**src/design/csem_pkg.sv**
```systemverilog
// ============================================================================
// csem_pkg
// Shared types, codes and widths of the counting semaphore table.
// ============================================================================
`default_nettype none

package csem_pkg;

    // Field widths of the request and response items and of the semaphore entry
    localparam int OP_W   = 2;
    localparam int PROC_W = 6;
    localparam int SEM_W  = 5;
    localparam int VAL_W  = 16;
    localparam int STAT_W = 2;
    localparam int REFS_W = 10;

    // Default sizing of the table
    localparam int DEF_NUM_SEMS       = 32;
    localparam int DEF_SLOTS_PER_PROC = 8;
    localparam int DEF_NUM_PROCS      = 64;

    // Operation codes
    localparam logic [OP_W-1:0] OP_GET   = 2'd0;
    localparam logic [OP_W-1:0] OP_CLOSE = 2'd1;
    localparam logic [OP_W-1:0] OP_DOWN  = 2'd2;
    localparam logic [OP_W-1:0] OP_UP    = 2'd3;

    // Status codes
    localparam logic [STAT_W-1:0] ST_OK    = 2'd0;
    localparam logic [STAT_W-1:0] ST_FAIL  = 2'd1;
    localparam logic [STAT_W-1:0] ST_BLOCK = 2'd2;
    localparam logic [STAT_W-1:0] ST_OVF   = 2'd3;

    // Saturation limits
    localparam logic [REFS_W-1:0] REFS_MAX  = '1;
    localparam logic [VAL_W-1:0]  COUNT_MAX = '1;

    // One open slot of a process
    typedef struct packed {
        logic             valid;
        logic [SEM_W-1:0] idx;
    } slot_t;

    // One semaphore entry
    typedef struct packed {
        logic [VAL_W-1:0]  count;
        logic [REFS_W-1:0] refs;
    } sem_t;

    // Commands from the sequencer to the slot store
    typedef struct packed {
        logic scan_start;
        logic wr_en;
    } scan_ctl_t;

    // Status from the slot store to the sequencer
    typedef struct packed {
        logic clearing;
        logic done;
        logic free_found;
        logic held_found;
    } scan_res_t;

endpackage

`default_nettype wire

```
**src/design/csem_req_if.sv**
```systemverilog
// ============================================================================
// csem_req_if
// Request channel: valid/ready handshake with operation, process, index and
// initial value.
// ============================================================================
`default_nettype none

interface csem_req_if;
    logic                        valid;
    logic                        ready;
    logic [csem_pkg::OP_W-1:0]   req_type;
    logic [csem_pkg::PROC_W-1:0] process_id;
    logic [csem_pkg::SEM_W-1:0]  sem_index;
    logic [csem_pkg::VAL_W-1:0]  start_count;

    modport source (output valid, req_type, process_id, sem_index, start_count,
                    input ready);
    modport sink   (input valid, req_type, process_id, sem_index, start_count,
                    output ready);
endinterface

`default_nettype wire

```
**src/design/csem_rsp_if.sv**
```systemverilog
// ============================================================================
// csem_rsp_if
// Response channel: valid/ready handshake with status, returned index and
// wake flag.
// ============================================================================
`default_nettype none

interface csem_rsp_if;
    logic                        valid;
    logic                        ready;
    logic [csem_pkg::STAT_W-1:0] status;
    logic [csem_pkg::SEM_W-1:0]  result_index;
    logic                        wake_waiters;

    modport source (output valid, status, result_index, wake_waiters, input ready);
    modport sink   (input valid, status, result_index, wake_waiters, output ready);
endinterface

`default_nettype wire

```
**src/design/csem_slot_scan.sv**
```systemverilog
// ============================================================================
// csem_slot_scan
// Open-slot store: one memory row of slots per process, a clearing sweep
// after reset, and a scan that finds the first free slot and the first slot
// holding a given semaphore.
// ============================================================================
`default_nettype none

module csem_slot_scan #(
    parameter int SLOTS_PER_PROC = csem_pkg::DEF_SLOTS_PER_PROC,
    parameter int NUM_PROCS      = csem_pkg::DEF_NUM_PROCS,
    localparam int KW = (SLOTS_PER_PROC > 1) ? $clog2(SLOTS_PER_PROC) : 1
) (
    input  wire logic                        clk,
    input  wire logic                        rst_n,
    input  wire csem_pkg::scan_ctl_t         ctl,
    input  wire logic [csem_pkg::PROC_W-1:0] proc,
    input  wire logic [csem_pkg::SEM_W-1:0]  sem,
    input  wire logic [KW-1:0]               wr_k,
    input  wire csem_pkg::slot_t             wr_data,
    output csem_pkg::scan_res_t              res,
    output logic [KW-1:0]                    free_k,
    output logic [KW-1:0]                    held_k
);
    import csem_pkg::*;

    localparam int SLOT_DEPTH = NUM_PROCS * SLOTS_PER_PROC;
    localparam int SLOT_AW    = (SLOT_DEPTH > 1) ? $clog2(SLOT_DEPTH) : 1;
    localparam logic [KW-1:0]      K_LAST = KW'(SLOTS_PER_PROC - 1);
    localparam logic [SLOT_AW-1:0] A_LAST = SLOT_AW'(SLOT_DEPTH - 1);

    slot_t slot_ram [SLOT_DEPTH];
    slot_t slot_rdata_reg;

    logic               clr_busy_reg;
    logic [SLOT_AW-1:0] clr_addr_reg;
    logic               scan_busy_reg;
    logic [KW-1:0]      rd_k_reg;
    logic               pend_reg;
    logic               pend_last_reg;
    logic [KW-1:0]      pend_k_reg;
    logic               done_reg;
    logic               free_found_reg;
    logic               held_found_reg;
    logic [KW-1:0]      free_k_reg;
    logic [KW-1:0]      held_k_reg;

    logic [SLOT_AW-1:0] base;
    logic [SLOT_AW-1:0] rd_addr;
    logic [SLOT_AW-1:0] wr_addr;
    logic               wr_we;
    slot_t              wr_d;
    logic               hit_free;
    logic               hit_held;

    // Form the row base of the process and the port addresses
    assign base    = SLOT_AW'(int'(proc) * SLOTS_PER_PROC);
    assign rd_addr = base + SLOT_AW'(rd_k_reg);
    assign wr_addr = clr_busy_reg ? clr_addr_reg : base + SLOT_AW'(wr_k);
    assign wr_we   = clr_busy_reg || ctl.wr_en;
    assign wr_d    = clr_busy_reg ? slot_t'('0) : wr_data;

    // Slot memory: one write port, one registered read port
    always_ff @(posedge clk)
    begin
        if (wr_we)
        begin
            slot_ram[wr_addr] <= wr_d;
        end
        if (scan_busy_reg)
        begin
            slot_rdata_reg <= slot_ram[rd_addr];
        end
    end

    // Match the returned slot against the free and held conditions
    assign hit_free = pend_reg && !slot_rdata_reg.valid && !free_found_reg;
    assign hit_held = pend_reg && slot_rdata_reg.valid && (slot_rdata_reg.idx == sem)
                      && !held_found_reg;

    // Sweep and scan control
    always_ff @(posedge clk or negedge rst_n)
    begin
        if (!rst_n)
        begin
            clr_busy_reg   <= 1'b1;
            clr_addr_reg   <= '0;
            scan_busy_reg  <= 1'b0;
            rd_k_reg       <= '0;
            pend_reg       <= 1'b0;
            pend_last_reg  <= 1'b0;
            done_reg       <= 1'b0;
            free_found_reg <= 1'b0;
            held_found_reg <= 1'b0;
        end
        else
        begin
            // Clear every slot once after reset
            if (clr_busy_reg)
            begin
                clr_addr_reg <= clr_addr_reg + 1'b1;
                if (clr_addr_reg == A_LAST)
                begin
                    clr_busy_reg <= 1'b0;
                end
            end

            pend_reg      <= scan_busy_reg;
            pend_last_reg <= scan_busy_reg && (rd_k_reg == K_LAST);
            done_reg      <= pend_reg && pend_last_reg;

            if (hit_free)
            begin
                free_found_reg <= 1'b1;
            end
            if (hit_held)
            begin
                held_found_reg <= 1'b1;
            end

            // Walk the row one slot per cycle
            if (ctl.scan_start)
            begin
                scan_busy_reg  <= 1'b1;
                rd_k_reg       <= '0;
                free_found_reg <= 1'b0;
                held_found_reg <= 1'b0;
            end
            else if (scan_busy_reg)
            begin
                if (rd_k_reg == K_LAST)
                begin
                    scan_busy_reg <= 1'b0;
                end
                else
                begin
                    rd_k_reg <= rd_k_reg + 1'b1;
                end
            end
        end
    end

    // Hold slot positions of the matches
    always_ff @(posedge clk)
    begin
        pend_k_reg <= rd_k_reg;
        if (hit_free)
        begin
            free_k_reg <= pend_k_reg;
        end
        if (hit_held)
        begin
            held_k_reg <= pend_k_reg;
        end
    end

    assign res.clearing   = clr_busy_reg;
    assign res.done       = done_reg;
    assign res.free_found = free_found_reg;
    assign res.held_found = held_found_reg;
    assign free_k         = free_k_reg;
    assign held_k         = held_k_reg;

endmodule

`default_nettype wire

```
**src/design/counting_semaphore_table.sv**
```systemverilog
// ============================================================================
// counting_semaphore_table
// Hardware table of counting semaphores with per-process open slots.
// ============================================================================
// After reset the block sweeps the open-slot memory, one slot per cycle,
// through all NUM_PROCS * SLOTS_PER_PROC slots (512 at the default sizing), and
// takes no request until the sweep ends. It works on one request at a time and
// returns one response item per request. Get and close walk the process's row
// of slots through the slot memory's single read port, one slot per cycle, then
// read the semaphore entry and write it back with the response. Down, up and
// out-of-range requests skip the walk and go straight to the entry read. A
// finished response waits in an output register; write-back holds while that
// register is full and not taken, and the next request is accepted the cycle
// after the previous one is written back.
// Down on a zero count answers would-block; up at the maximum count answers
// count-overflow; wake_waiters marks an up that lifted the count from zero.
// ============================================================================
`default_nettype none

module counting_semaphore_table #(
    parameter int NUM_SEMS       = csem_pkg::DEF_NUM_SEMS,
    parameter int SLOTS_PER_PROC = csem_pkg::DEF_SLOTS_PER_PROC,
    parameter int NUM_PROCS      = csem_pkg::DEF_NUM_PROCS
) (
    input  wire logic   clk,
    input  wire logic   rst_n,
    csem_req_if.sink    req,
    csem_rsp_if.source  rsp
);
    import csem_pkg::*;

    localparam int KW     = (SLOTS_PER_PROC > 1) ? $clog2(SLOTS_PER_PROC) : 1;
    localparam int SEM_AW = (NUM_SEMS > 1) ? $clog2(NUM_SEMS) : 1;

    localparam logic [1:0] S_IDLE  = 2'd0;
    localparam logic [1:0] S_SCAN  = 2'd1;
    localparam logic [1:0] S_SEMRD = 2'd2;
    localparam logic [1:0] S_EXEC  = 2'd3;

    logic [1:0] state_reg;
    logic [1:0] state_next;

    // Request held for the duration of its work
    logic [OP_W-1:0]   op_reg;
    logic [PROC_W-1:0] proc_reg;
    logic [SEM_W-1:0]  sem_reg;
    logic [VAL_W-1:0]  init_reg;
    logic              in_range_reg;

    // Semaphore memory with per-entry valid bits
    sem_t              sem_ram [NUM_SEMS];
    sem_t              sem_rdata_reg;
    logic              sem_rvld_reg;
    logic [NUM_SEMS-1:0] sem_vld_reg;
    logic [SEM_AW-1:0] sem_addr;

    // Output register
    logic              out_valid_reg;
    logic [STAT_W-1:0] status_reg;
    logic [SEM_W-1:0]  ridx_reg;
    logic              wake_reg;

    logic              in_ready;
    logic              accept;
    logic              in_range_in;
    logic              scan_need;
    logic              exec_go;

    scan_ctl_t         ctl;
    scan_res_t         res;
    logic [KW-1:0]     free_k;
    logic [KW-1:0]     held_k;
    logic [KW-1:0]     wr_k;
    slot_t             wr_data;
    logic              slot_we;

    logic [VAL_W-1:0]  cur_cnt;
    logic [REFS_W-1:0] cur_refs;
    logic [STAT_W-1:0] st;
    logic [SEM_W-1:0]  ridx;
    logic              wake;
    logic              sem_we;
    sem_t              sem_wd;

    // Accept a request only when idle and the sweep is over
    assign in_ready    = (state_reg == S_IDLE) && !res.clearing;
    assign accept      = req.valid && in_ready;
    assign req.ready   = in_ready;
    assign in_range_in = (int'(req.sem_index) < NUM_SEMS) &&
                         (int'(req.process_id) < NUM_PROCS);
    assign scan_need   = in_range_in && (req.req_type inside {OP_GET, OP_CLOSE});
    assign exec_go     = (state_reg == S_EXEC) && (!out_valid_reg || rsp.ready);
    assign sem_addr    = SEM_AW'(sem_reg);

    assign ctl.scan_start = accept && scan_need;
    assign ctl.wr_en      = exec_go && slot_we;

    csem_slot_scan #(
        .SLOTS_PER_PROC (SLOTS_PER_PROC),
        .NUM_PROCS      (NUM_PROCS)
    ) u_slot_scan (
        .clk     (clk),
        .rst_n   (rst_n),
        .ctl     (ctl),
        .proc    (proc_reg),
        .sem     (sem_reg),
        .wr_k    (wr_k),
        .wr_data (wr_data),
        .res     (res),
        .free_k  (free_k),
        .held_k  (held_k)
    );

    // Sequence one request through scan, entry read and write-back
    always_comb
    begin
        state_next = state_reg;
        case (state_reg)
            S_IDLE:
            begin
                if (accept)
                begin
                    state_next = scan_need ? S_SCAN : S_SEMRD;
                end
            end
            S_SCAN:
            begin
                if (res.done)
                begin
                    state_next = S_SEMRD;
                end
            end
            S_SEMRD:
            begin
                state_next = S_EXEC;
            end
            S_EXEC:
            begin
                if (exec_go)
                begin
                    state_next = S_IDLE;
                end
            end
            default:
            begin
                state_next = S_IDLE;
            end
        endcase
    end

    always_ff @(posedge clk or negedge rst_n)
    begin
        if (!rst_n)
        begin
            state_reg <= S_IDLE;
        end
        else
        begin
            state_reg <= state_next;
        end
    end

    // Capture the request
    always_ff @(posedge clk)
    begin
        if (accept)
        begin
            op_reg       <= req.req_type;
            proc_reg     <= req.process_id;
            sem_reg      <= req.sem_index;
            init_reg     <= req.start_count;
            in_range_reg <= in_range_in;
        end
    end

    // Semaphore memory: read in the entry-read state, write on completion
    always_ff @(posedge clk)
    begin
        if ((state_reg == S_SEMRD) && in_range_reg)
        begin
            sem_rdata_reg <= sem_ram[sem_addr];
            sem_rvld_reg  <= sem_vld_reg[sem_addr];
        end
        if (exec_go && sem_we)
        begin
            sem_ram[sem_addr] <= sem_wd;
        end
    end

    // Mark entries written since reset; others read as zero
    always_ff @(posedge clk or negedge rst_n)
    begin
        if (!rst_n)
        begin
            sem_vld_reg <= '0;
        end
        else if (exec_go && sem_we)
        begin
            sem_vld_reg[sem_addr] <= 1'b1;
        end
    end

    // Decide the outcome and the write-backs
    always_comb
    begin
        cur_cnt  = sem_rvld_reg ? sem_rdata_reg.count : '0;
        cur_refs = sem_rvld_reg ? sem_rdata_reg.refs  : '0;
        st       = ST_FAIL;
        ridx     = '0;
        wake     = 1'b0;
        sem_we   = 1'b0;
        sem_wd   = '{count: cur_cnt, refs: cur_refs};
        slot_we  = 1'b0;
        wr_k     = free_k;
        wr_data  = '{valid: 1'b1, idx: sem_reg};
        if (in_range_reg)
        begin
            case (op_reg)
                OP_GET:
                begin
                    if (res.free_found && (cur_refs != REFS_MAX))
                    begin
                        st      = ST_OK;
                        ridx    = sem_reg;
                        sem_we  = 1'b1;
                        sem_wd.refs = cur_refs + 1'b1;
                        if (cur_refs == '0)
                        begin
                            sem_wd.count = init_reg;
                        end
                        slot_we = 1'b1;
                    end
                end
                OP_CLOSE:
                begin
                    if ((cur_refs != '0) && res.held_found)
                    begin
                        st          = ST_OK;
                        sem_we      = 1'b1;
                        sem_wd.refs = cur_refs - 1'b1;
                        slot_we     = 1'b1;
                        wr_k        = held_k;
                        wr_data     = '0;
                    end
                end
                OP_DOWN:
                begin
                    if (cur_refs != '0)
                    begin
                        if (cur_cnt == '0)
                        begin
                            st = ST_BLOCK;
                        end
                        else
                        begin
                            st           = ST_OK;
                            sem_we       = 1'b1;
                            sem_wd.count = cur_cnt - 1'b1;
                        end
                    end
                end
                OP_UP:
                begin
                    if (cur_refs != '0)
                    begin
                        if (cur_cnt == COUNT_MAX)
                        begin
                            st = ST_OVF;
                        end
                        else
                        begin
                            st           = ST_OK;
                            wake         = (cur_cnt == '0);
                            sem_we       = 1'b1;
                            sem_wd.count = cur_cnt + 1'b1;
                        end
                    end
                end
                default:
                begin
                    st = ST_FAIL;
                end
            endcase
        end
    end

    // Output register: load on completion, drop when taken
    always_ff @(posedge clk or negedge rst_n)
    begin
        if (!rst_n)
        begin
            out_valid_reg <= 1'b0;
        end
        else if (exec_go)
        begin
            out_valid_reg <= 1'b1;
        end
        else if (rsp.ready)
        begin
            out_valid_reg <= 1'b0;
        end
    end

    always_ff @(posedge clk)
    begin
        if (exec_go)
        begin
            status_reg <= st;
            ridx_reg   <= ridx;
            wake_reg   <= wake;
        end
    end

    assign rsp.valid        = out_valid_reg;
    assign rsp.status       = status_reg;
    assign rsp.result_index = ridx_reg;
    assign rsp.wake_waiters = wake_reg;

endmodule

`default_nettype wire

```
**src/flat_wrapper.sv**
```systemverilog
// flat-port wrapper written by rule: the top's interface ports become plain ports
module counting_semaphore_table_flat import csem_pkg::*;
#(
    parameter int NUM_SEMS       = csem_pkg::DEF_NUM_SEMS,
    parameter int SLOTS_PER_PROC = csem_pkg::DEF_SLOTS_PER_PROC,
    parameter int NUM_PROCS      = csem_pkg::DEF_NUM_PROCS
)
  (clk, rst_n, req_valid, req_req_type, req_process_id, req_sem_index, req_start_count, req_ready, rsp_valid, rsp_status, rsp_result_index, rsp_wake_waiters, rsp_ready);
  csem_req_if req_i ();
  csem_rsp_if rsp_i ();
  input  wire logic clk;
  input  wire logic rst_n;
  input wire logic [$bits(req_i.valid)-1:0] req_valid;
  input wire logic [$bits(req_i.req_type)-1:0] req_req_type;
  input wire logic [$bits(req_i.process_id)-1:0] req_process_id;
  input wire logic [$bits(req_i.sem_index)-1:0] req_sem_index;
  input wire logic [$bits(req_i.start_count)-1:0] req_start_count;
  output wire logic [$bits(req_i.ready)-1:0] req_ready;
  output wire logic [$bits(rsp_i.valid)-1:0] rsp_valid;
  output wire logic [$bits(rsp_i.status)-1:0] rsp_status;
  output wire logic [$bits(rsp_i.result_index)-1:0] rsp_result_index;
  output wire logic [$bits(rsp_i.wake_waiters)-1:0] rsp_wake_waiters;
  input wire logic [$bits(rsp_i.ready)-1:0] rsp_ready;
  assign req_i.valid = req_valid;
  assign req_i.req_type = req_req_type;
  assign req_i.process_id = req_process_id;
  assign req_i.sem_index = req_sem_index;
  assign req_i.start_count = req_start_count;
  assign req_ready = req_i.ready;
  assign rsp_valid = rsp_i.valid;
  assign rsp_status = rsp_i.status;
  assign rsp_result_index = rsp_i.result_index;
  assign rsp_wake_waiters = rsp_i.wake_waiters;
  assign rsp_i.ready = rsp_ready;
  counting_semaphore_table #(.NUM_SEMS(NUM_SEMS), .SLOTS_PER_PROC(SLOTS_PER_PROC), .NUM_PROCS(NUM_PROCS)) u_core (.clk(clk), .rst_n(rst_n), .req(req_i), .rsp(rsp_i));
endmodule
```
**config.mk**
```make
export PLATFORM = sky130hd
export DESIGN_NAME = counting_semaphore_table_flat
export DESIGN_NICKNAME = d
export VERILOG_FILES = /design/src/design/csem_pkg.sv /design/src/design/csem_req_if.sv /design/src/design/csem_rsp_if.sv /design/src/design/csem_slot_scan.sv /design/src/design/counting_semaphore_table.sv /design/src/flat_wrapper.sv
export SDC_FILE = /design/constraint.sdc
export NUM_CORES = 2
export LEC_CHECK = 0
export ABC_AREA = 0
export BUFFER_PORTS_ARGS = -buffer_cell sky130_fd_sc_hd__buf_4
export CAP_MARGIN = 20
export CORE_MARGIN = 2
export CORE_UTILIZATION = 43
export CTS_BUF_LIST = sky130_fd_sc_hd__clkbuf_4
export DETAILED_ROUTE_END_ITERATION = 8
export HOLD_SLACK_MARGIN = 0.1
export PLACE_DENSITY = 0.67
export SLEW_MARGIN = 20
export SYNTH_ARGS = -nofsm -noshare
export SYNTH_HDL_FRONTEND = slang
export SYNTH_SLANG_ARGS = --single-unit
```
**constraint.sdc**
```tcl
create_clock -name clk -period 14.9 [get_ports clk]
set_input_delay 0 -clock clk [delete_from_list [all_inputs] [get_ports clk]]
set_output_delay 0 -clock clk [all_outputs]
set_load 0.005 [all_outputs]
```
Yosys cells after proc, flatten, opt, wreduce, memory -nomap -nowiden
Memory sizes are Yosys's and may differ from the RTL's. A register that Yosys moved wholly into a read port is not among the register bits.
Index checks and enable logic that the tools add are counted.
Storage, ports and cells
  word-level logic and storage cells: 151
  input bits: 33
  memories kept: 2
  register bits: 101
  memory bits (writable): 3904
Cells by class
  mux-type cells: 59
  order comparisons: 2
  add/subtract/negate cells: 8
  equal/unequal tests: 16
  bitwise operators: 3
  reductions and logical operators: 38
Memories
  u_core.u_slot_scan.slot_ram: depth 512, width 6, read ports 1, clocked after memory_dff 1, write ports 1, RTL line csem_slot_scan.sv:32  | slot_t slot_ram [SLOT_DEPTH];
  u_core.sem_ram: depth 32, width 26, read ports 1, clocked after memory_dff 1, write ports 1, RTL line counting_semaphore_table.sv:51  | sem_t sem_ram [NUM_SEMS];
Operator list (count)
  $mux 16: 6
  $pmux 16 s3: 1
  $or 32x32->32: 1
  $mux 26: 1
  $mux 1: 25
  $mux 10: 2
  $pmux 10 s2: 1
  $add 9x3->9: 2
  $mux 6: 3
  $add 16x1->16 const B: 1
  $eq 16x16->1 const B: 1
  $logic_and 1x1->1: 16
  $logic_not 16->1: 1
  $mux 2: 8
  $pmux 2 s4: 2
  $sub 16x1->16 const B: 1
  $mux 3: 5
  $add 10x1->10 const B: 1
  $logic_not 10->1: 1
  $ne 10x10->1 const B: 1
  $reduce_bool 10->1: 1
  $reduce_bool 2->1: 5
  $sub 10x1->10 const B: 1
  $add 9x1->9 const B: 1
  22 further kinds: 38

Depth between registers and ports, before layout
  depth after elaboration: 9
  mapped depth: 16
  depth with buffers taken out: 10

By module
A second synthesis with hierarchy kept.
Second synthesis, totals
  cell total of the unflattened synthesis: 8184
  area total of the unflattened synthesis: 160063.5 µm²
By module, submodules not included
  csem_slot_scan: instances 1, seq. area each 93145.6 µm², area an instance 123203.2 µm², cells an instance 6376
  counting_semaphore_table: instances 1, seq. area each 27781.6 µm², area an instance 36860.4 µm², cells an instance 1808

Worst setup path before layout
OpenSTA, ideal clock, no wires.
  path kind: register to register
  start point: reg u_core.sem_rvld_reg
  end point: mem u_core.u_slot_scan.slot_ram[0][5] (netlist bit) (data pin)
  period minus slack after synthesis: 16242 ps
  stages on the path, launching flop included: 11
  slack: -1342 ps
  data arrival time: 13661 ps
  cells stage by stage: edfxtp_1 -> buf_4 -> clkbuf_1 -> clkbuf_1 -> buf_1 -> nand2_1 -> ha_1 -> and2_0 -> clkbuf_1 -> a211oi_2 -> nor2_1
RTL lines
  start, declared: RTL line counting_semaphore_table.sv:53  | logic sem_rvld_reg;
  start signal, assigned: RTL line counting_semaphore_table.sv:182  | sem_rvld_reg <= sem_vld_reg[sem_addr];
  end, declared: RTL line csem_slot_scan.sv:32

Final worst setup path
  start point: reg u_core.u_slot_scan.rd_k_reg[0]
  end point: reg, netlist name u_core.u_slot_scan.slot_rdata_reg[0]
On the way
  cells in the longest elaborated chain, start to end: 1
RTL lines
  start, declared: RTL line csem_slot_scan.sv:38  | logic [KW-1:0] rd_k_reg;
  start signal, assigned: RTL line csem_slot_scan.sv:137  | rd_k_reg <= rd_k_reg + 1'b1;
  $add 9x3->9: RTL line csem_slot_scan.sv:58  | assign rd_addr = base + SLOT_AW'(rd_k_reg);
No other way between the ends.
A chain may end at the register's enable or synchronous reset.

==> implementation parameters <==
Parameter                              Value

Drt
  Routed WL    415 mm
  Average vias per placed instance    5.99
  Final antenna-violating net count    0
  Detailed-router iteration count before antenna repair    8
  Post-DR wirelength/cell    28.4 um
  DR DRC count    0
  Vias after detailed routing    87500
  First DRT Iteration DRCs    11400

Synth
  Count of distinct cell types in the synthesized netlist    86
  Yosys warning count    0
  Count of state elements after synthesis    4037
  Most used standard cells in the synthesized netlist    3980 x edfxtp_1, 739 x mux4_2, 648 x nor2_1
  Synthesized cell area    159000 um^2
  Most frequent cell after synthesis    edfxtp_1
  Synthesized-area fraction occupied by adder cells    0.110%
  Multiplexer share of the synthesized area    14.0%
  Number of nets in the synthesized netlist    8222
  Compound-Gate Fraction of Synth Area    4.03%
  Largest family of logic cells by synthesized area    multiplexers
  Count of flip-flops with a built-in enable after synthesis    3980
  Library cell occupying the most area in the post-synthesis netlist    edfxtp_1
  Avg Synthesized Cell Area    19.4 um^2
  Largest cells by area after synthesis    edfxtp_1 75%, mux4_2 10%, mux2i_1 3.5%
  Proportion of synthesized flip-flops having asynchronous set or reset    1.34%
  Basic-gate share of the synthesized area counting and, or, nand and nor cells    3.84%
  Share of the synthesized area in the top cell type    75.2%
  Most used DFF post-synth    edfxtp_1
  Portion of the post-synthesis area used by sequential elements    76.1%
  Xor and xnor area share after synthesis    0.154%
  Synthesized netlist cell count    8175

Clocking
  Clock sinks    4037
  Post-cts gate resize count    0
  Number of buffers inserted to repair setup after CTS    0
  Clock root cell    clkbuf_4
  Clock Tree Buf Depth    5
  CTS tree    yes
  Clock buffers created by TritonCTS    1096
  H-tree levels    7
  Skew-Pair Late Insertion Delay    1670 ps
  Clock transition at path regs    60 ps

Timing
  Final Hold Vio Count    0
  Setup_tns    0 ps
  Worst clock skew    184 ps
  Relative slew margins    17.9%
  Period Utilization, post-route    40.4%
  Measured slew at the worst slew-check pin    1230 ps
  Setup repair after global routing missed its margin    no
  Max Transition Viols Final    0
  Setup violation total in the final timing report    0
  Crit path time final    6020 ps
  Fmax    166 MHz

Global routing
  First-pass GRT wire length    601 mm
  Global router's overall resource usage    22.1%
  Number of antenna violations at the first check in global routing    19
  Pin count of the biggest net entering global routing    201
  Leftover overflow at the end of global routing    0
  Number of global-route vias before repair    89100

Setup path
  Startpoint of the most critical register-to-register path    u_core.u_slot_scan.rd_k_reg[0]$_DFFE_PN0P_
  Cell-by-cell trace of the critical path    buf_12 > buf_4 > buf_4 > mux2i_1 > o221ai_1 > o21ai_0 > a311oi_1 > nand4_1 > a211oi_1
  Data arrival time of the critical path    7400 ps
  Category of the worst setup path capture point    register
  Worst Path Required    16290 ps
  Type of the worst setup path    register to register
  Crit path buffers/inverters    3
  Start point of the critical path    u_core.u_slot_scan.rd_k_reg[0]$_DFFE_PN0P_
  Startpoint type of the worst setup path    register
  Slowest CP cell    dfrtp_4
  Largest stage delay on the critical path    930 ps
  CP max FO    52
  CP delay by family, top    buffers and inverters
  Dominant cell type by count on the critical path    buf_4

Pwr
  Total power draw    29400 uW
  P_int    20600 uW
  Leakage dissipation    0.0570 uW
  Power density relative to cell area    164 nW/um^2
  Flop pwr share    46.2%
  Peak VDD IR    166 uV
  Reported net switching power    8740 uW
  Combinational Power Share    22.8%
  Clk pwr share    31.0%
  Net switching share of the total power    29.7%

Layout
  Final-layout fill cell count    30000
  Total Nets Final    9182
  Fraction of layout instances using a drive strength above 1    27.6%
  Flip-flop count of the largest register, all copies and words added    3072
  Layout overhead on the synthesized area    12.4%

Die
  Floorplan die width    612 um
  Starting density of the core    43.1%
  Die Ht    612 um
  # rows    223
  Number of I/O pins    43
  Floorplan core area    368000 um^2
  Die ar.    374000 um^2

Placed design
  Number of port buffers    42
  Gpl congestion    0.872
  Estimated wirelength of the detail-placed design    239 mm

Worst hold path
  Worst hold start    u_core.u_slot_scan.pend_k_reg[1]$_DFF_P_
  Worst min path class    register to register

Run status
  Outcome    finished, final reports clean

Job
  Max-cap check violation count    0
[logic make-up (layout without fill, tap and decap cells)]
kind of cell,count (synthesis),after routing
DFF,4037,4037
other,0,15
xor gates and xnor gates,28,28
and+or+nand+nor,1336,1336
buffers and inverters,533,2109
muxes,1303,1303
AOI/OAI and AO/OA,924,924
adders and majority gates,14,14
[stage by stage]
stage | instance area, um^2 | std cells | worst slack, ps | utilization (%) | hold slack [ps]
after floorplan | 159000 | 8175 | 4190 | - | -296
after global placement | 165000 | 12700 | 8480 | 44.7 | 166
after detailed placement | 165000 | 12700 | 8530 | 44.7 | 180
after CTS | 178000 | 14600 | 8560 | 48.5 | 398
after global routing | 179000 | 14600 | 8750 | 48.5 | 436
final | 179000 | 14600 | 8880 | 48.5 | 419
[power by group through the flow]
| stage | clock network [uW] | logic, uW | registers [uW] |
|---|---|---|---|
| after floorplan | 0 | 4620 | 13900 |
| after detailed placement | 0 | 6590 | 13800 |
| after global placement | 0 | 6440 | 13800 |
| after global routing | 9910 | 7060 | 13600 |
| after CTS | 9300 | 6640 | 13600 |
| final | 9120 | 6690 | 13600 |
[placed cells by master, fill, tap and decap left out, drive strengths merged, types with 12 or more instances in the layout]
cell	count
a22oi	118
nand2b	14
ha	14
bufinv	14
o22ai	174
o21ai	125
buf	240
and3	13
xnor2	18
clkinv	198
mux4	739
a21oi	133
a211o	12
edfxtp	3980
nor3	103
clkbuf	1479
inv	45
o221ai	179
or2	29
o211ai	15
and2	23
dfrtp	53
nand4	86
dlygate4sd3	130
mux2i	553
nor4	54
o31ai	28
a31oi	26
diode	15
o21a	12
a211oi	29
or3	22
nand3	61
nor2	668
nand2	210
[path summary, 6_finish.rpt]
kind | endpoint | slack (ps) | cells after the start
setup / recovery | u_core.u_slot_scan.slot_rdata_reg[0]$_DFFE_PP_ | 8880 | 9
hold reg to reg | u_core.u_slot_scan.free_k[1]$_DFFE_PP_ | 420 | 0
hold / removal | u_core.u_slot_scan.free_k[1]$_DFFE_PP_ | 420 | 0
max in group asynchronous | u_core.u_slot_scan.clr_addr_reg[0]$_DFFE_PN0P_ | 13590 | 6
min in group asynchronous | u_core.rsp.valid$_DFFE_PN0P_ | 840 | 6
setup reg to reg | u_core.u_slot_scan.slot_rdata_reg[0]$_DFFE_PP_ | 8880 | 9
[repair_timing]
action,in CTS,in global routing
hold buffers,131,0
setup endpoints to repair,0,0
hold endpoints to repair,349,0
[final cells by class]
type | instances | area [um^2] | share of cell area, %
sequential | 4037 | 121000 | 67.7
multi-input combinational | 3605 | 35800 | 20.0
timing repair buffer | 370 | 3290 | 1.84
tap | 4837 | 6050 | 3.39
clock buffer | 1479 | 11100 | 6.22
clock inverter | 235 | 1300 | 0.726
inverter | 25 | 101 | 0.0567
antenna | 15 | 37.5 | 0.0210
[metal layers]
metal  wire length [um]  part of all wire (%)  track usage [%]
met1             160000                    39             29.4
met2             200000                    48             34.5
met3              43100                    10             6.26
met4              11900                   2.9             8.65
met5                 13                0.0031                0
Note: power is estimated with default switching activity, not from simulation.
